==> config.mk <==
export PLATFORM = sky130hd
export DESIGN_NAME = pipt_fifo
export DESIGN_NICKNAME = d
export VERILOG_FILES = /design/src/rtl/pipt_fifo.sv
export SDC_FILE = /design/constraint.sdc
export NUM_CORES = 1
export LEC_CHECK = 0
export BUFFER_PORTS_ARGS = -buffer_cell sky130_fd_sc_hd__buf_2
export CORE_MARGIN = 2
export CORE_UTILIZATION = 55
export CTS_BUF_LIST = sky130_fd_sc_hd__clkbuf_16
export CTS_CLUSTER_DIAMETER = 120
export DETAILED_ROUTE_END_ITERATION = 10
export PLACE_DENSITY = 0.9
export SYNTH_ARGS = -nofsm -noshare
export SYNTH_HDL_FRONTEND = slang
export SYNTH_SLANG_ARGS = --single-unit
==> constraint.sdc <==
create_clock -name clk -period 8.24 [get_ports clk]
set_clock_uncertainty 0.15 [all_clocks]
set_input_delay 2.472 -clock clk [delete_from_list [all_inputs] [get_ports clk]]
set_output_delay 2.472 -clock clk [all_outputs]
set_load 0.05 [all_outputs]
==> src/rtl/pipt_fifo.sv <==
// Two-entry queue between the front end and the edge walker.
module pipt_fifo #(
  parameter int W = 50
) (
  input  logic         clk,
  input  logic         rst_n,
  input  logic         push,
  input  logic [W-1:0] din,
  output logic         full,
  input  logic         pop,
  output logic         valid,
  output logic [W-1:0] dout
);

  logic [W-1:0] mem_r [2];
  logic         wp_r, wp_nxt;
  logic         rp_r, rp_nxt;
  logic [1:0]   cnt_r, cnt_nxt;
  logic         do_push, do_pop;

  assign full    = (cnt_r == 2'd2);
  assign valid   = (cnt_r != 2'd0);
  assign dout    = mem_r[rp_r];
  assign do_push = push && !full;
  assign do_pop  = pop && valid;

  always_comb begin
    wp_nxt  = do_push ? ~wp_r : wp_r;
    rp_nxt  = do_pop ? ~rp_r : rp_r;
    cnt_nxt = cnt_r + {1'b0, do_push} - {1'b0, do_pop};
  end

  always_ff @(posedge clk) begin
    if (!rst_n) begin
      wp_r  <= 1'b0;
      rp_r  <= 1'b0;
      cnt_r <= 2'd0;
    end else begin
      wp_r  <= wp_nxt;
      rp_r  <= rp_nxt;
      cnt_r <= cnt_nxt;
    end
  end

  always_ff @(posedge clk) begin
    if (do_push) begin
      mem_r[wp_r] <= din;
    end
  end

endmodule

==> out/qor.log, run 1 <==
INFO  run_status     result_of_the_run=complete, no violations
INFO  clock_tree     latest_clock_arrival_within_the_worst_skew_pair=0.33ns
INFO  synth          synthXorXnorAreaFrac=0.00641
INFO  power          finalPower=1.73mW
INFO  critical_path  worstSetupEndpointType=output pin
INFO  power          leakage_component_of_the_power=1.98nW
INFO  power          peakVddDrop=0.279mV
INFO  synth          synth_top_family_by_area=multiplexers
INFO  critical_path  critical_path.slowest_cell=sky130_fd_sc_hd__dfxtp_4
INFO  global_route   global_route_wire_length_before_repair=9770um
INFO  critical_path  ff2ff_path_depth=4
INFO  cells_and_area area_growth_syn_to_layout=20.7%
INFO  timing         timing.max_slew.rel_slack=0.212
INFO  critical_path  crit_type=reg -> out
INFO  synth          yosysWarnings=0
INFO  floorplanning  io_pins=106
INFO  detailed_routing avgRoutedWirePerCell=15.6um
INFO  clock_tree     cts_inserted_buffers=9
INFO  synth          synth.lib_cells_used.distinct=17
INFO  cells_and_area nNetsFinal=349
INFO  worst_hold_path hold_path.class=reg -> reg
INFO  floorplanning  die_y=90.3um
INFO  global_route   via_count_of_the_first_global_routing_pass=2,071
INFO  synth          postSynthAreaPerCell=22.5um^2
INFO  synth          share_of_synthesized_cell_area_in_full_adder_half_adder_and_majority_cells=0.00611
INFO  job            cap_violations=0
INFO  worst_hold_path timing.hold.worst_path_depth=2
INFO  cells_and_area share_of_final_layout_standard_cells_stronger_than_drive_strength_1=0.581
INFO  timing         final.setup.tns=0ns
INFO  detailed_routing via_count=1,972
INFO  timing         unrepaired_setup_endpoints_after_global_routing=no
INFO  synth          syn_nets=238
INFO  detailed_routing route.final.wire_length=6190um
INFO  floorplanning  fp.coreArea=0.00725mm^2
INFO  synth          synth_compound_area_frac=0.00183
INFO  detailed_routing route.detailed.vias_per_inst=4.97
INFO  critical_path  rr_startpoint=cnt_r[0]$_SDFF_PN0_
INFO  timing         period_needed=4.53ns
INFO  critical_path  cp.required=5.62ns
INFO  global_route   grt_antenna_before_repair=0
INFO  floorplanning  chipWidth=90.3um
INFO  cells_and_area insertedDiodeCount=0
INFO  timing         finalCritPeriodShare=0.550
INFO  global_route   total_overflow_reported_by_the_global_router=0
INFO  placed_design  io_buffers=105
INFO  clock_tree     deepest_clock_path_buffer_count=2
INFO  critical_path  worstPathArrival=1.91ns
INFO  critical_path  type_of_origin_of_the_critical_path=flip-flop
INFO  worst_hold_path hold_path.startpoint=rp_r$_SDFFE_PN0P_
INFO  cells_and_area layoutNonFillerInstCount=397
INFO  cells_and_area mostFrequentLayoutCells=105 x sky130_fd_sc_hd__buf_2, 100 x sky130_fd_sc_hd__edfxtp_1, 50 x sky130_fd_sc_hd__mux2_4
INFO  synth          post_synth_instance_area=0.00410mm^2
INFO  timing         maxClockFrequency=0.221GHz
INFO  clock_tree     clock_tree_from_tritoncts=built
INFO  power          power_per_cell_area=350mW/mm^2
INFO  clock_tree     root_driver=sky130_fd_sc_hd__clkbuf_16
INFO  global_route   grt.total_usage=0.156
INFO  critical_path  cp_slowest_stage_delay=0.94ns
INFO  floorplanning  core.rowCount=31
INFO  detailed_routing drcViolationCount=0
INFO  placed_design  routabilityCongestion=0.635
INFO  detailed_routing drt-initial-drc-count=78
INFO  detailed_routing drt_pass1_iterations=4
INFO  clock_tree     cts_sinks=105
INFO  placed_design  placed_cells=381
INFO  timing         timing.final.max_slew_violations=0
INFO  clock_tree     clock_pin_slew_reported_for_the_worst_setup_and_hold_paths_after_clock_tree_synthesis=0.06ns
INFO  floorplanning  die_area=0.00816mm^2
INFO  synth          synth_simple_gate_area_frac=0.0131
INFO  clock_tree     ctsHoldBuffers=0
INFO  cells_and_area mostFrequentLayoutCell=sky130_fd_sc_hd__buf_2
INFO  clock_tree     htree_levels=3
INFO  placed_design  dpl.hpwl=4020um
INFO  critical_path  crit_chain=mux2_4, buf_2
INFO  timing         report.final.setup_viol=0
INFO  critical_path  crit_path_max_fanout=50
INFO  synth          ys_seq_area_frac=0.757
INFO  timing         max_slew.worst_pin.slew=1.18ns
INFO  global_route   grt_max_degree=51
INFO  synth          syn-instance-count=182
INFO  floorplanning  initial_utilization=0.565
INFO  synth          synth_seq_cells=105
INFO  timing         finalHoldViolations=0
INFO  detailed_routing antenna_left=0
INFO  clock_tree     post-cts-setup-buffer-count=0
INFO  clock_tree     cts_repair_resize_count=0
INFO  synth          synthMuxAreaShare=0.186
through the flow:
step | util | hold WS [ns] | area, um^2 | setup slack (ns)
after CTS | 0.682 | 0.393 | 4950 | 3.70
final | 0.682 | 0.387 | 4950 | 3.71
after detailed placement | 0.642 | 0.374 | 4660 | 3.95
after global placement | 0.642 | 0.344 | 4660 | 4.02
after floorplan | - | 0.305 | 4100 | 2.97
after global routing | 0.682 | 0.422 | 4950 | 3.63
critical path: cells and delay by family (launching register included):
kind | cells | cell delay (ns)
flip-flops | 1 | 0.94
multiplexers | 1 | 0.36
buffers and inverters | 1 | 0.21
per-layer routing:
layer  GRT usage  vias to the layer above  wire length [um]
met4      0.0718                        0               138
li1            -                      922                 -
met1       0.198                      955              2670
met2       0.253                       83              3030
met3      0.0409                       12               348
met5           0                        -                 0
kinds of logic after synthesis:
| family | Yosys count |
|---|---|
| buffers and inverters | 9 |
| adders and majority gates | 2 |
| muxes | 51 |
| xor gates and xnor gates | 3 |
| DFF | 105 |
| AOI/OAI and AO/OA | 1 |
| and+or+nand+nor | 11 |
state kept, by name, summed over array words and instances (netlist names), named ones only:
| name | count |
|---|---|
| mem_r | 100 |
| wp_r | 1 |
| rp_r | 1 |
| cnt_r | 2 |
cell usage after synthesis:
library cell	n	area [um^2]
sky130_fd_sc_hd__xnor2_1	2	17.5
sky130_fd_sc_hd__mux2i_1	1	10.0
sky130_fd_sc_hd__buf_6	1	11.3
sky130_fd_sc_hd__dfxtp_1	5	100
sky130_fd_sc_hd__mux2_4	50	751
sky130_fd_sc_hd__nor2_1	4	15.0
sky130_fd_sc_hd__and2_1	1	6.26
sky130_fd_sc_hd__xor2_1	1	8.76
sky130_fd_sc_hd__or2_2	1	6.26
sky130_fd_sc_hd__buf_12	5	100
sky130_fd_sc_hd__nand2b_1	2	12.5
sky130_fd_sc_hd__inv_1	3	11.3
sky130_fd_sc_hd__ha_1	2	25.0
sky130_fd_sc_hd__nand2_1	2	7.51
sky130_fd_sc_hd__o21a_1	1	7.51
sky130_fd_sc_hd__edfxtp_1	100	3000
sky130_fd_sc_hd__and3_1	1	6.26
path summary, 6_finish.rpt:
path	end	slack (ns)
setup reg to reg	mem_r[0][35]$_DFFE_PP_	6.02
hold reg to reg	flip-flop	0.39
hold / removal	flip-flop	0.39
setup / recovery	dout[25]	3.71
where the power goes:
group / leakage [nW] / internal [mW] / total (mW) / switching [mW]
logic: 0.864 / 0.205 / 0.593 / 0.388
clock network: 0.138 / 0.232 / 0.403 / 0.171
registers: 0.976 / 0.673 / 0.736 / 0.0635
cell type report:
| cell class | instances | area [um^2] |
|---|---|---|
| clock buffer | 9 | 225 |
| clock inverter | 7 | 63.8 |
| fill | 502 | 2310 |
| inverter | 3 | 11.3 |
| multi-input combinational | 68 | 882 |
| sequential | 105 | 3110 |
| tap | 99 | 124 |
| timing repair buffer | 106 | 533 |
(Power assumes the default switching activity.)
==> inputs of run 2 (changes only) <==
--- a/config.mk
+++ b/config.mk
@@ -5,13 +5,14 @@
 export SDC_FILE = /design/constraint.sdc
 export NUM_CORES = 1
 export LEC_CHECK = 0
+export ABC_AREA = 1
 export BUFFER_PORTS_ARGS = -buffer_cell sky130_fd_sc_hd__buf_2
 export CORE_MARGIN = 2
-export CORE_UTILIZATION = 55
+export CORE_UTILIZATION = 47
 export CTS_BUF_LIST = sky130_fd_sc_hd__clkbuf_16
 export CTS_CLUSTER_DIAMETER = 120
 export DETAILED_ROUTE_END_ITERATION = 10
-export PLACE_DENSITY = 0.9
+export PLACE_DENSITY = 0.82
 export SYNTH_ARGS = -nofsm -noshare
 export SYNTH_HDL_FRONTEND = slang
 export SYNTH_SLANG_ARGS = --single-unit
==> constraint.sdc (replaced) <==
create_clock -name clk -period 3.93 [get_ports clk]
set_clock_uncertainty 0.15 [all_clocks]
set_input_delay 1.179 -clock clk [delete_from_list [all_inputs] [get_ports clk]]
set_output_delay 1.179 -clock clk [all_outputs]
set_load 0.05 [all_outputs]
==> run 2 against run 1 <==
Against the previous run: clock-buffer cell count is the same; cell count up 5.5%; combinational power grew 120%; synthesized cell count grew 6.0%; flip-flop and latch count unchanged; clock power rose by 100%; power rose by 110%; critical path depth increased by 1; non-clock buffer count up 2; core utilization decreased by 10 points; critical path type unchanged; critical endpoint is now dout[26]; largest cell class unchanged; highest routed layer unchanged.
==> out/qor.log, run 2 <==
INFO  floorplanning  die_y=97.5um
INFO  cells_and_area share_of_final_layout_standard_cells_stronger_than_drive_strength_1=0.563
INFO  critical_path  critical_path.reg2reg.endpoint=mem_r[0][49]$_DFFE_PP_
INFO  critical_path  crit_path_max_fanout=30
INFO  floorplanning  die_area=0.00951mm^2
INFO  clock_tree     deepest_clock_path_buffer_count=2
INFO  synth          yosysWarnings=0
INFO  placed_design  dpl.hpwl=4250um
INFO  critical_path  ff2ff_path_depth=5
INFO  global_route   global_route_wire_length_before_repair=10,200um
INFO  detailed_routing via_count=2,043
INFO  cells_and_area area_growth_syn_to_layout=21.6%
INFO  timing         timing.max_slew.rel_slack=0.544
INFO  critical_path  worstSetupEndpointType=output pin
INFO  worst_hold_path hold_path.class=reg -> reg
INFO  placed_design  postPlaceCellArea=0.00472mm^2
INFO  synth          most_area_consuming_cells_after_synthesis=sky130_fd_sc_hd__edfxtp_1 73%, sky130_fd_sc_hd__mux2_4 18%, sky130_fd_sc_hd__buf_12 2.4%
INFO  clock_tree     ctsHoldBuffers=0
INFO  floorplanning  core.rowCount=34
INFO  job            cap_violations=0
INFO  detailed_routing route.final.wire_length=6490um
INFO  timing         report.final.setup_viol=0
INFO  power          peakVddDrop=0.466mV
INFO  timing         unrepaired_setup_endpoints_after_global_routing=no
INFO  clock_tree     root_driver=sky130_fd_sc_hd__clkbuf_16
INFO  clock_tree     clock_pin_slew_reported_for_the_worst_setup_and_hold_paths_after_clock_tree_synthesis=0.06ns
INFO  cells_and_area insertedDiodeCount=0
INFO  cells_and_area largest_register_ffs=100
INFO  synth          synth_enable_flop_cells=100
INFO  synth          ys_seq_area_frac=0.755
INFO  global_route   grt.total_usage=0.140
INFO  critical_path  crit_type=reg -> out
INFO  placed_design  io_buffers=105
INFO  cells_and_area registers.top_by_ff_count=mem_r
INFO  global_route   grt_max_degree=51
INFO  global_route   via_count_of_the_first_global_routing_pass=2,143
INFO  critical_path  worstSetupEndpoint=dout[26]
INFO  cells_and_area postLayoutCellArea=0.00500mm^2
INFO  timing         timing.final.max_slew_violations=0
INFO  power          power_per_cell_area=723mW/mm^2
INFO  critical_path  worstPathArrival=1.80ns
INFO  floorplanning  chipWidth=97.5um
INFO  timing         final.hold.worst_slack=0.363ns
INFO  cells_and_area mostFrequentLayoutCells=105 x sky130_fd_sc_hd__buf_2, 100 x sky130_fd_sc_hd__edfxtp_1, 50 x sky130_fd_sc_hd__mux2_4
INFO  clock_tree     clock_tree_from_tritoncts=built
INFO  timing         finalCritPeriodShare=0.796
INFO  synth          syn_nets=249
INFO  synth          synth_flop_cell=sky130_fd_sc_hd__edfxtp_1
INFO  synth          most_frequent_cells_after_synthesis=100 x sky130_fd_sc_hd__edfxtp_1, 50 x sky130_fd_sc_hd__mux2_4, 9 x sky130_fd_sc_hd__nand2_1
INFO  detailed_routing avgRoutedWirePerCell=15.5um
INFO  critical_path  cp.required=2.60ns
INFO  timing         final.setup.tns=0ns
INFO  detailed_routing drt-initial-drc-count=84
INFO  critical_path  type_of_origin_of_the_critical_path=flip-flop
INFO  timing         period_needed=3.13ns
INFO  timing         maxClockFrequency=0.320GHz
INFO  synth          ys_async_sr_fraction=0
INFO  cells_and_area largest_registers=mem_r (100), cnt_r (2)
INFO  placed_design  routabilityCongestion=0.626
INFO  floorplanning  initial_utilization=0.478
INFO  critical_path  rr_startpoint=cnt_r[0]$_SDFF_PN0_
INFO  run_status     result_of_the_run=complete, no violations
INFO  global_route   grt_antenna_before_repair=0
INFO  floorplanning  io_pins=106
INFO  synth          synth_top_cell_area_share=0.731
INFO  synth          synth.lib_cells_used.distinct=11
INFO  synth          synth_top_area_cell=sky130_fd_sc_hd__edfxtp_1
INFO  timing         max_slew.worst_pin.slew=0.683ns
INFO  floorplanning  fp.coreArea=0.00859mm^2
INFO  detailed_routing drt_pass1_iterations=4
INFO  synth          post_synth_instance_area=0.00411mm^2
INFO  detailed_routing drcViolationCount=0
INFO  cells_and_area nNetsFinal=362
INFO  clock_tree     cts_inserted_buffers=9
INFO  synth          postSynthAreaPerCell=21.3um^2
INFO  detailed_routing route.detailed.vias_per_inst=4.88
INFO  critical_path  worst-r2r-setup-slack=2.10ns
INFO  synth          yosys.cell_count.top_type=sky130_fd_sc_hd__edfxtp_1
INFO  synth          syn-instance-count=193
INFO  cells_and_area mostFrequentLayoutCell=sky130_fd_sc_hd__buf_2
INFO  global_route   total_overflow_reported_by_the_global_router=0
INFO  power          leakage_component_of_the_power=2.02nW
INFO  synth          synth_seq_cells=105
INFO  clock_tree     post-cts-setup-buffer-count=0
INFO  timing         finalHoldViolations=0
INFO  clock_tree     latest_clock_arrival_within_the_worst_skew_pair=0.33ns
INFO  clock_tree     htree_levels=3
INFO  clock_tree     cts_repair_resize_count=0
INFO  clock_tree     cts_sinks=105
INFO  detailed_routing antenna_left=0
-- run 2: cell families (layout without fill, tap and decap cells) --
kind of cell | Yosys count | count (layout) | share of synthesized area
buffers and inverters | 14 | 132 | 0.0344
muxes | 50 | 50 | 0.183
AOI/OAI and AO/OA | 2 | 2 | 0.00244
adders and majority gates | 2 | 2 | 0.00609
DFF | 105 | 105 | 0.755
and+or+nand+nor | 20 | 20 | 0.0192
-- run 2: metal layers --
layer,part of all wire,vias up,GRT usage
met1,0.36,998,0.151
li1,-,961,-
met4,0.020,0,0.0652
met5,0,-,0
met2,0.54,74,0.251
met3,0.070,10,0.0396
-- run 2: report_power, final --
part / switching [mW] / internal, mW / leakage [nW] / total, mW
sequential: 0.0809 / 1.42 / 0.976 / 1.50
clock: 0.383 / 0.435 / 0.137 / 0.818
combinational: 0.872 / 0.420 / 0.904 / 1.29
-- run 2: cell type report --
class                           count  area [um^2]
Fill cell                         679         3600
Sequential cell                   105         3110
Multi-Input combinational cell     74          872
Timing Repair Buffer              108          573
Clock buffer                        9          225
Tap cell                          108          135
Clock inverter                      7         53.8
Inverter                            8         30.0
-- run 2: how the worst min path moves through the flow --
stage                      startpoint  slack [ns]  cells after the start                end
floorplan           rp_r$_SDFFE_PN0P_        0.32                      2          flip-flop
global placement    rp_r$_SDFFE_PN0P_        0.34                      2  rp_r$_SDFFE_PN0P_
detailed placement  rp_r$_SDFFE_PN0P_        0.34                      2          flip-flop
CTS                 rp_r$_SDFFE_PN0P_        0.36                      2          flip-flop
global route        rp_r$_SDFFE_PN0P_        0.39                      2  rp_r$_SDFFE_PN0P_
finish              rp_r$_SDFFE_PN0P_        0.36                      2          flip-flop
-- run 2: metrics by stage --
| step | total power [mW] | util | instances | setup WS [ns] |
|---|---|---|---|---|
| finish | 3.61 | 0.581 | 419 | 0.801 |
| global route | 3.77 | 0.581 | 419 | 0.726 |
| CTS | 3.65 | 0.581 | 419 | 0.769 |
| detailed placement | 2.83 | 0.549 | 403 | 1.14 |
| global placement | 2.80 | 0.549 | 403 | 1.14 |
| floorplan | 2.63 | - | 193 | 0.811 |
-- run 2: worst max-delay path: stages (launching register included) --
cell and delay [ns]:
sky130_fd_sc_hd__dfxtp_4 0.61, sky130_fd_sc_hd__buf_12 0.31, sky130_fd_sc_hd__mux2_4 0.33, sky130_fd_sc_hd__buf_2 0.21
