File: src/rtl/pipt_pkg.sv
// Shared types and constants for the point-in-polygon test unit.
package pipt_pkg;

  localparam int COORD_W     = 20;
  localparam int DIFF_W      = COORD_W + 1;
  localparam int PROD_W      = 2 * DIFF_W;
  localparam int VTX_W       = 2 * COORD_W;
  localparam int MIN_VERTICES = 3;

  typedef enum logic [1:0] {
    OP_CLEAR  = 2'd0,
    OP_APPEND = 2'd1,
    OP_TEST   = 2'd2
  } pipt_op_t;

  typedef enum logic [1:0] {
    BK_IDLE,
    BK_WALK,
    BK_DRAIN
  } pipt_bk_state_t;

endpackage

File: src/rtl/pipt_if.sv


interface pipt_out_if;
  logic valid;
  logic ready;
  logic inside_res;
  logic too_few;
  logic overflowed;

  modport source (output valid, inside_res, too_few, overflowed, input ready);
  modport sink   (input valid, inside_res, too_few, overflowed, output ready);
endinterface

File: src/rtl/pipt_back.sv
// Edge walker: reads each stored vertex once and accumulates crossing parity.
module pipt_back import pipt_pkg::*; #(
  parameter int MAX_VERTICES = 256,
  localparam int CNT_W = $clog2(MAX_VERTICES + 1),
  localparam int AW    = (MAX_VERTICES > 1) ? $clog2(MAX_VERTICES) : 1,
  localparam int QW    = 1 + CNT_W + VTX_W
) (
  input  logic             clk,
  input  logic             rst_n,
  input  logic             q_valid,
  input  logic [QW-1:0]    q_dout,
  output logic             q_pop,
  output logic             busy,
  output logic [AW-1:0]    ram_raddr,
  input  logic [VTX_W-1:0] ram_rdata,
  pipt_out_if.source       out_ch
);

  pipt_bk_state_t state_r, state_nxt;

  logic signed [COORD_W-1:0] q_x, q_y;
  logic [CNT_W-1:0]          q_cnt;
  logic                      q_ovf;

  logic [CNT_W-1:0] iss_r, iss_nxt;
  logic [CNT_W-1:0] n_r, n_nxt;
  logic signed [COORD_W-1:0] px_r, px_nxt, py_r, py_nxt;
  logic             snap_ovf_r, snap_ovf_nxt;
  logic             issue;

  logic rd_vld_r, rd_first_r, rd_last_r;

  logic signed [COORD_W-1:0] cur_x, cur_y;
  logic signed [COORD_W-1:0] first_x_r, first_y_r, prev_x_r, prev_y_r;
  logic close_r;

  logic                      e_vld, e_last;
  logic signed [COORD_W-1:0] ax, ay, bx, by;

  logic                     d_vld_r, d_last_r, d_cross_r, d_neg_r;
  logic signed [DIFF_W-1:0] d_dx_r, d_aby_r, d_abx_r, d_dyp_r;

  logic                     m_vld_r, m_last_r, m_cross_r, m_neg_r;
  logic signed [PROD_W-1:0] m_p1_r, m_p2_r;

  logic flip;
  logic par_r, par_nxt;

  logic out_vld_r, out_vld_nxt;
  logic out_ins_r, out_ins_nxt;
  logic out_few_r, out_few_nxt;
  logic out_ovf_r, out_ovf_nxt;

  assign q_x   = q_dout[COORD_W-1:0];
  assign q_y   = q_dout[COORD_W +: COORD_W];
  assign q_cnt = q_dout[VTX_W +: CNT_W];
  assign q_ovf = q_dout[QW-1];

  assign busy      = (state_r != BK_IDLE);
  assign ram_raddr = iss_r[AW-1:0];
  assign issue     = (state_r == BK_WALK);
  assign flip      = m_cross_r && (m_neg_r ? (m_p1_r > m_p2_r) : (m_p1_r < m_p2_r));

  assign out_ch.valid      = out_vld_r;
  assign out_ch.inside_res = out_ins_r;
  assign out_ch.too_few    = out_few_r;
  assign out_ch.overflowed = out_ovf_r;

  always_comb begin
    state_nxt    = state_r;
    iss_nxt      = iss_r;
    n_nxt        = n_r;
    px_nxt       = px_r;
    py_nxt       = py_r;
    snap_ovf_nxt = snap_ovf_r;
    par_nxt      = par_r;
    q_pop        = 1'b0;
    out_vld_nxt  = out_vld_r && !out_ch.ready;
    out_ins_nxt  = out_ins_r;
    out_few_nxt  = out_few_r;
    out_ovf_nxt  = out_ovf_r;
    case (state_r)
      BK_IDLE: begin
        if (q_valid && !out_vld_r) begin
          q_pop = 1'b1;
          if (q_cnt < CNT_W'(MIN_VERTICES)) begin
            out_vld_nxt = 1'b1;
            out_ins_nxt = 1'b0;
            out_few_nxt = 1'b1;
            out_ovf_nxt = q_ovf;
          end else begin
            state_nxt    = BK_WALK;
            iss_nxt      = '0;
            n_nxt        = q_cnt;
            px_nxt       = q_x;
            py_nxt       = q_y;
            snap_ovf_nxt = q_ovf;
            par_nxt      = 1'b0;
          end
        end
      end
      BK_WALK: begin
        iss_nxt = iss_r + CNT_W'(1);
        if (iss_r == n_r - CNT_W'(1)) begin
          state_nxt = BK_DRAIN;
        end
      end
      BK_DRAIN: begin
        if (m_vld_r) begin
          par_nxt = par_r ^ flip;
          if (m_last_r) begin
            state_nxt   = BK_IDLE;
            out_vld_nxt = 1'b1;
            out_ins_nxt = par_r ^ flip;
            out_few_nxt = 1'b0;
            out_ovf_nxt = snap_ovf_r;
          end
        end
      end
      default: begin
        state_nxt = BK_IDLE;
      end
    endcase
    if (state_r == BK_WALK && m_vld_r) begin
      par_nxt = par_r ^ flip;
    end
  end

  // edge selection from the read stream; closing edge follows the last vertex
  always_comb begin
    cur_x  = ram_rdata[COORD_W-1:0];
    cur_y  = ram_rdata[COORD_W +: COORD_W];
    e_vld  = 1'b0;
    e_last = 1'b0;
    ax     = prev_x_r;
    ay     = prev_y_r;
    bx     = cur_x;
    by     = cur_y;
    if (close_r) begin
      e_vld  = 1'b1;
      e_last = 1'b1;
      bx     = first_x_r;
      by     = first_y_r;
    end else if (rd_vld_r && !rd_first_r) begin
      e_vld = 1'b1;
    end
  end

  always_ff @(posedge clk) begin
    if (!rst_n) begin
      state_r    <= BK_IDLE;
      rd_vld_r   <= 1'b0;
      close_r    <= 1'b0;
      d_vld_r    <= 1'b0;
      m_vld_r    <= 1'b0;
      out_vld_r  <= 1'b0;
    end else begin
      state_r    <= state_nxt;
      rd_vld_r   <= issue;
      close_r    <= rd_vld_r && rd_last_r;
      d_vld_r    <= e_vld;
      m_vld_r    <= d_vld_r;
      out_vld_r  <= out_vld_nxt;
    end
  end

  always_ff @(posedge clk) begin
    iss_r      <= iss_nxt;
    n_r        <= n_nxt;
    px_r       <= px_nxt;
    py_r       <= py_nxt;
    snap_ovf_r <= snap_ovf_nxt;
    par_r      <= par_nxt;
    out_ins_r  <= out_ins_nxt;
    out_few_r  <= out_few_nxt;
    out_ovf_r  <= out_ovf_nxt;

    rd_first_r <= (iss_r == '0);
    rd_last_r  <= (iss_r == n_r - CNT_W'(1));

    if (rd_vld_r) begin
      prev_x_r <= cur_x;
      prev_y_r <= cur_y;
      if (rd_first_r) begin
        first_x_r <= cur_x;
        first_y_r <= cur_y;
      end
    end

    d_last_r  <= e_last;
    d_cross_r <= ((by <= py_r) && (py_r < ay)) || ((ay <= py_r) && (py_r < by));
    d_neg_r   <= (ay < by);
    d_dx_r    <= DIFF_W'(px_r) - DIFF_W'(bx);
    d_aby_r   <= DIFF_W'(ay) - DIFF_W'(by);
    d_abx_r   <= DIFF_W'(ax) - DIFF_W'(bx);
    d_dyp_r   <= DIFF_W'(py_r) - DIFF_W'(by);

    m_last_r  <= d_last_r;
    m_cross_r <= d_cross_r;
    m_neg_r   <= d_neg_r;
    m_p1_r    <= PROD_W'(d_dx_r) * PROD_W'(d_aby_r);
    m_p2_r    <= PROD_W'(d_abx_r) * PROD_W'(d_dyp_r);
  end

  a_last_in_drain: assert property (@(posedge clk) disable iff (!rst_n)
    (m_vld_r && m_last_r) |-> (state_r == BK_DRAIN))
    else $error("closing edge outside drain");

  a_result_after_walk: assert property (@(posedge clk) disable iff (!rst_n)
    (m_vld_r && m_last_r) |=> out_vld_r)
    else $error("walk finished without a result");

  a_no_read_idle: assert property (@(posedge clk) disable iff (!rst_n)
    (rd_vld_r || d_vld_r) |-> (state_r != BK_IDLE))
    else $error("edge traffic while idle");

endmodule

File: src/flat_wrapper.sv
// flat-port wrapper written by rule: the top's interface ports become plain ports
module pipt_back_flat import pipt_pkg::*;
#(
  parameter int MAX_VERTICES = 256,
  localparam int CNT_W = $clog2(MAX_VERTICES + 1),
  localparam int AW    = (MAX_VERTICES > 1) ? $clog2(MAX_VERTICES) : 1,
  localparam int QW    = 1 + CNT_W + VTX_W
)
  (clk, rst_n, q_valid, q_dout, q_pop, busy, ram_raddr, ram_rdata, out_ch_valid, out_ch_inside_res, out_ch_too_few, out_ch_overflowed, out_ch_ready);
  pipt_out_if out_ch_i ();
  input  logic clk;
  input  logic rst_n;
  input  logic q_valid;
  input  logic [QW-1:0] q_dout;
  output logic q_pop;
  output logic busy;
  output logic [AW-1:0] ram_raddr;
  input  logic [VTX_W-1:0] ram_rdata;
  output wire logic [$bits(out_ch_i.valid)-1:0] out_ch_valid;
  output wire logic [$bits(out_ch_i.inside_res)-1:0] out_ch_inside_res;
  output wire logic [$bits(out_ch_i.too_few)-1:0] out_ch_too_few;
  output wire logic [$bits(out_ch_i.overflowed)-1:0] out_ch_overflowed;
  input wire logic [$bits(out_ch_i.ready)-1:0] out_ch_ready;
  assign out_ch_valid = out_ch_i.valid;
  assign out_ch_inside_res = out_ch_i.inside_res;
  assign out_ch_too_few = out_ch_i.too_few;
  assign out_ch_overflowed = out_ch_i.overflowed;
  assign out_ch_i.ready = out_ch_ready;
  pipt_back #(.MAX_VERTICES(MAX_VERTICES)) u_core (.clk(clk), .rst_n(rst_n), .q_valid(q_valid), .q_dout(q_dout), .q_pop(q_pop), .busy(busy), .ram_raddr(ram_raddr), .ram_rdata(ram_rdata), .out_ch(out_ch_i));
endmodule
File: config.mk
export PLATFORM = sky130hd
export DESIGN_NAME = pipt_back_flat
export DESIGN_NICKNAME = d
export VERILOG_FILES = /design/src/rtl/pipt_pkg.sv /design/src/rtl/pipt_if.sv /design/src/rtl/pipt_back.sv /design/src/flat_wrapper.sv
export SDC_FILE = /design/constraint.sdc
export NUM_CORES = 2
export LEC_CHECK = 0
export ABC_AREA = 1
export ABC_CLOCK_PERIOD_IN_PS = 10050
export BUFFER_PORTS_ARGS = -buffer_cell sky130_fd_sc_hd__buf_4
export CAP_MARGIN = 20
export CORE_ASPECT_RATIO = 1.4
export CORE_MARGIN = 2
export CORE_UTILIZATION = 55
export DETAILED_ROUTE_END_ITERATION = 16
export HOLD_SLACK_MARGIN = 0.12
export MAX_ROUTING_LAYER = met4
export PLACE_DENSITY = 0.77
export SYNTH_ARGS = -nofsm -noshare
export SYNTH_HDL_FRONTEND = slang
export SYNTH_SLANG_ARGS = --single-unit
File: constraint.sdc
create_clock -name clk -period 10.05 [get_ports clk]
set_clock_uncertainty 0.15 [all_clocks]
set_input_delay 0.5025 -clock clk [delete_from_list [all_inputs] [get_ports clk]]
set_output_delay 0.5025 -clock clk [all_outputs]
set_load 0.03 [all_outputs]
==> run_summary.xml <==
<?xml version="1.0" encoding="UTF-8"?>
<metrics>
  <group name="sta">
    <metric name="number_of_max_slew_violations_in_the_final_report" unit="">0</metric>
    <metric name="fmax" unit="MHz">136</metric>
    <metric name="finalSetupViolCount" unit="">0</metric>
    <metric name="tns" unit="ns">0</metric>
    <metric name="worst_slew_pin_slew" unit="ns">1.20</metric>
    <metric name="worst_slack" unit="ns">2.69</metric>
    <metric name="finalWorstPathRequiredPeriod" unit="ns">7.36</metric>
    <metric name="worst_slew_margin_rel" unit="%">20.2</metric>
    <metric name="final.period_utilization" unit="%">73.2</metric>
    <metric name="final_hold_viol_count" unit="">0</metric>
    <metric name="setup_repair_after_global_routing_missed_its_margin" unit="">false</metric>
  </group>
  <group name="placement">
    <metric name="dpl.hpwl" unit="um">106000</metric>
    <metric name="place_congestion" unit="">0.973</metric>
    <metric name="dp_slack" unit="ns">2.79</metric>
    <metric name="port-buffer-count" unit="">107</metric>
  </group>
  <group name="logic_synthesis">
    <metric name="area_share_of_the_leading_cell_type_in_the_synthesized_netlist" unit="%">37.8</metric>
    <metric name="ys_top_cells_by_area" unit="">sky130_fd_sc_hd__fa_1 38%, sky130_fd_sc_hd__inv_1 13%, sky130_fd_sc_hd__nand2_1 9.6%</metric>
    <metric name="dominant_cell_by_count_in_the_synthesized_netlist" unit="">sky130_fd_sc_hd__inv_1</metric>
    <metric name="number_of_enable_flip_flop_cells_after_synthesis" unit="">143</metric>
    <metric name="synth_nets" unit="">7120</metric>
    <metric name="ys_ff_latch" unit="">326</metric>
    <metric name="post_synth_most_frequent_cells" unit="">1,691 x sky130_fd_sc_hd__inv_1, 1,248 x sky130_fd_sc_hd__nand2_1, 922 x sky130_fd_sc_hd__fa_1</metric>
    <metric name="proportion_of_synthesized_flip_flops_having_asynchronous_set_or_reset" unit="%">0</metric>
    <metric name="post_synth_instance_area" unit="mm2">0.0489</metric>
    <metric name="yosys.area.top_type" unit="">sky130_fd_sc_hd__fa_1</metric>
    <metric name="synthesis.yosys.warnings" unit="">0</metric>
    <metric name="synth.lib_cells_used.distinct" unit="">52</metric>
    <metric name="ys_dominant_reg_cell" unit="">sky130_fd_sc_hd__dfxtp_1</metric>
    <metric name="ys_seq_area_share" unit="%">16.3</metric>
    <metric name="post_synth_inst_count" unit="">5735</metric>
    <metric name="synth.avg_cell_area" unit="um2">8.52</metric>
  </group>
  <group name="run">
    <metric name="drv.max_cap_violation_count" unit="">0</metric>
  </group>
  <group name="drt">
    <metric name="drc" unit="">0</metric>
    <metric name="drt_wirelength" unit="um">131000</metric>
    <metric name="final_ant_viol_nets" unit="">0</metric>
    <metric name="detail_route.first_pass.iterations" unit="">6</metric>
    <metric name="detail_route.vias_per_cell" unit="">5.25</metric>
    <metric name="wire_per_inst" unit="um">18.6</metric>
    <metric name="vias" unit="">37000</metric>
    <metric name="first_iter_violations" unit="">2479</metric>
  </group>
  <group name="clock_tree">
    <metric name="cts.sinks" unit="">326</metric>
    <metric name="post_cts_resize_count" unit="">0</metric>
    <metric name="clock_tree_from_tritoncts" unit="">done</metric>
    <metric name="cts.reportedPaths.clkPinSlew" unit="ns">0.07</metric>
    <metric name="clock_tree.buffer_depth" unit="">3</metric>
    <metric name="setup_repair_bufs_after_cts" unit="">0</metric>
    <metric name="clk-insertion-delay-late" unit="ns">0.59</metric>
    <metric name="cts-root-buf" unit="">sky130_fd_sc_hd__clkbuf_16</metric>
    <metric name="hold_buffers" unit="">92</metric>
    <metric name="cts_inserted_buffers" unit="">36</metric>
    <metric name="cts_max_level" unit="">2</metric>
  </group>
  <group name="global_routing">
    <metric name="grt_max_degree" unit="">51</metric>
    <metric name="grt_util_overall" unit="%">30.6</metric>
    <metric name="grt.overflow.total" unit="">0</metric>
    <metric name="first_global_vias" unit="">40500</metric>
    <metric name="number_of_antenna_violations_at_the_first_check_in_global_routing" unit="">5</metric>
    <metric name="grt_first_pass_wirelength" unit="um">211000</metric>
  </group>
  <group name="floorplan">
    <metric name="dieHeight" unit="um">357</metric>
    <metric name="die_width" unit="um">256</metric>
    <metric name="initial_core_util" unit="%">55.4</metric>
    <metric name="io_pins" unit="">108</metric>
    <metric name="floorplan.rows" unit="">129</metric>
    <metric name="die_area" unit="mm2">0.0913</metric>
    <metric name="core" unit="mm2">0.0881</metric>
  </group>
  <group name="worst_setup_path">
    <metric name="worst_ep_required_time" unit="ns">10.40</metric>
    <metric name="crit_path_end_kind" unit="">flop</metric>
    <metric name="timing_worst_setup_path_type" unit="">reg -&gt; reg</metric>
    <metric name="worstPathArrival" unit="ns">7.71</metric>
    <metric name="cpMaxStageDelayCell" unit="">sky130_fd_sc_hd__dfxtp_1</metric>
    <metric name="worstPathMaxFanout" unit="">21</metric>
    <metric name="path_delay_family" unit="">adder cells</metric>
    <metric name="worst-r2r-setup-slack" unit="ns">2.69</metric>
    <metric name="crit_top_cell" unit="">sky130_fd_sc_hd__fa_1</metric>
    <metric name="timing.critical_path.buf_inv" unit="">5</metric>
    <metric name="crit_path_start_kind" unit="">flop</metric>
    <metric name="timing.reg2reg.worst_path_depth" unit="">21</metric>
    <metric name="worstSetupPathDepth" unit="">21</metric>
    <metric name="cp_cell_sequence" unit="">nand2_1 &gt; fa_1 &gt; fa_1 &gt; inv_1 &gt; fa_1 &gt; inv_1 &gt; fa_1 &gt; inv_1 &gt; fa_1 &gt; inv_1 &gt; fa_1 &gt; fa_1 &gt; inv_1 &gt; ha_1 &gt; nand2_1 &gt; nor2_1 &gt; nand2_1 &gt; nor4_1 &gt; nand3_1 &gt; nand3_1 &gt; xor2_1</metric>
    <metric name="critical_path.max_stage_delay" unit="ns">0.85</metric>
  </group>
  <group name="status">
    <metric name="run_status" unit="">complete, no violations</metric>
  </group>
  <group name="worst_hold_path">
    <metric name="min-delay-path-class" unit="">reg -&gt; reg</metric>
    <metric name="worst_hold_path.num_cells" unit="">0</metric>
  </group>
  <group name="final_layout">
    <metric name="share_of_post_route_cells_with_drive_strength_above_1" unit="%">4.76</metric>
    <metric name="design.final.nets" unit="">7218</metric>
    <metric name="areaGrowthSynthToFinish" unit="%">8.66</metric>
  </group>
</metrics>
## sequential cells by signal, indices dropped and copies added (netlist names), 2 cells and up
signal / count
u_core.state_r: 2
u_core.py_r: 20
u_core.m_p2_r: 42
u_core.px_r: 20
u_core.d_aby_r: 21
u_core.ay: 20
u_core.first_y_r: 20
u_core.m_p1_r: 42
u_core.d_abx_r: 21
u_core.n_r: 9
u_core.first_x_r: 20
u_core.d_dx_r: 21
u_core.iss_r: 9
u_core.d_dyp_r: 21
u_core.ax: 20
## stage by stage
| stage | cell area (um2) | hold WS (ns) | std cells | util (%) |
|---|---|---|---|---|
| after floorplan | 48900 | 0.160 | 5735 | - |
| after global placement | 50700 | 0.163 | 6878 | 57.6 |
| after detailed placement | 50700 | 0.163 | 6878 | 57.6 |
| after CTS | 53000 | 0.180 | 7036 | 60.1 |
| after global routing | 53100 | 0.181 | 7040 | 60.2 |
| final | 53100 | 0.180 | 7041 | 60.3 |
## layer usage
metal,wire (um),vias to the layer above,part of all wire (%),GRT usage [%]
li1,-,16800,-,-
met1,46500,18200,36,33.4
met2,67000,1535,51,54.2
met3,7710,446,5.9,3.03
met4,9480,0,7.3,18.5
met5,0,-,0,-
## kinds of logic after synthesis
kind of cell    Yosys count  synth area share (%)
buf+inv                1875                  14.5
simple gates           1622                  13.2
fa+ha+maj              1291                  47.2
compound gates          414                  5.03
flops                   326                  16.3
xor+xnor                171                  3.06
mux                      36                 0.737
## worst paths after layout
kind,start,to
setup / recovery,u_core.d_dyp_r[3],u_core.m_p2_r[41]
hold / removal,u_core.d_cross_r,u_core.m_cross_r
setup reg to reg,u_core.d_dyp_r[3],u_core.m_p2_r[41]
hold reg to reg,u_core.d_cross_r,u_core.m_cross_r
## layout make-up
class	count	area [um2]
fill	7515	35000
timing repair buffer	243	2130
clock buffer	46	1040
tap	1179	1480
inverter	1692	6350
sequential	326	7960
clock inverter	20	298
multi-input combinational	3534	33800
antenna	1	2.50
## cells in the final DEF (no fill, tap or decap), types with 5 or more instances in the layout
cell type	Yosys	routed
sky130_fd_sc_hd__clkbuf_1	174	5
sky130_fd_sc_hd__o21ai_0	99	99
sky130_fd_sc_hd__a21oi_2	10	10
sky130_fd_sc_hd__o21ai_2	13	13
sky130_fd_sc_hd__dlygate4sd3_1	0	92
sky130_fd_sc_hd__dfxtp_1	183	181
sky130_fd_sc_hd__or2_2	17	17
sky130_fd_sc_hd__inv_1	1691	1690
sky130_fd_sc_hd__nor2_1	193	193
sky130_fd_sc_hd__nor3_1	23	23
sky130_fd_sc_hd__a31oi_1	29	29
sky130_fd_sc_hd__clkbuf_16	0	41
sky130_fd_sc_hd__o21bai_1	20	20
sky130_fd_sc_hd__o211ai_1	8	8
sky130_fd_sc_hd__ha_1	369	369
sky130_fd_sc_hd__nand3_1	79	79
sky130_fd_sc_hd__xnor2_1	61	61
sky130_fd_sc_hd__a21boi_0	7	7
sky130_fd_sc_hd__o21ai_1	7	7
sky130_fd_sc_hd__nand4_1	28	28
sky130_fd_sc_hd__inv_6	0	5
sky130_fd_sc_hd__buf_4	8	147
sky130_fd_sc_hd__fa_1	922	922
sky130_fd_sc_hd__nand2_2	5	5
sky130_fd_sc_hd__nand2_1	1248	1248
sky130_fd_sc_hd__bufinv_16	0	5
sky130_fd_sc_hd__edfxtp_1	143	143
sky130_fd_sc_hd__mux2i_1	36	36
sky130_fd_sc_hd__nand3_2	5	5
sky130_fd_sc_hd__a21oi_1	175	175
sky130_fd_sc_hd__xor2_1	110	110
sky130_fd_sc_hd__a21o_1	25	25
sky130_fd_sc_hd__nor4_1	13	13
Power is not shown: default switching activity piles up to over one toggle a cycle in this logic, so the estimate is an artifact.
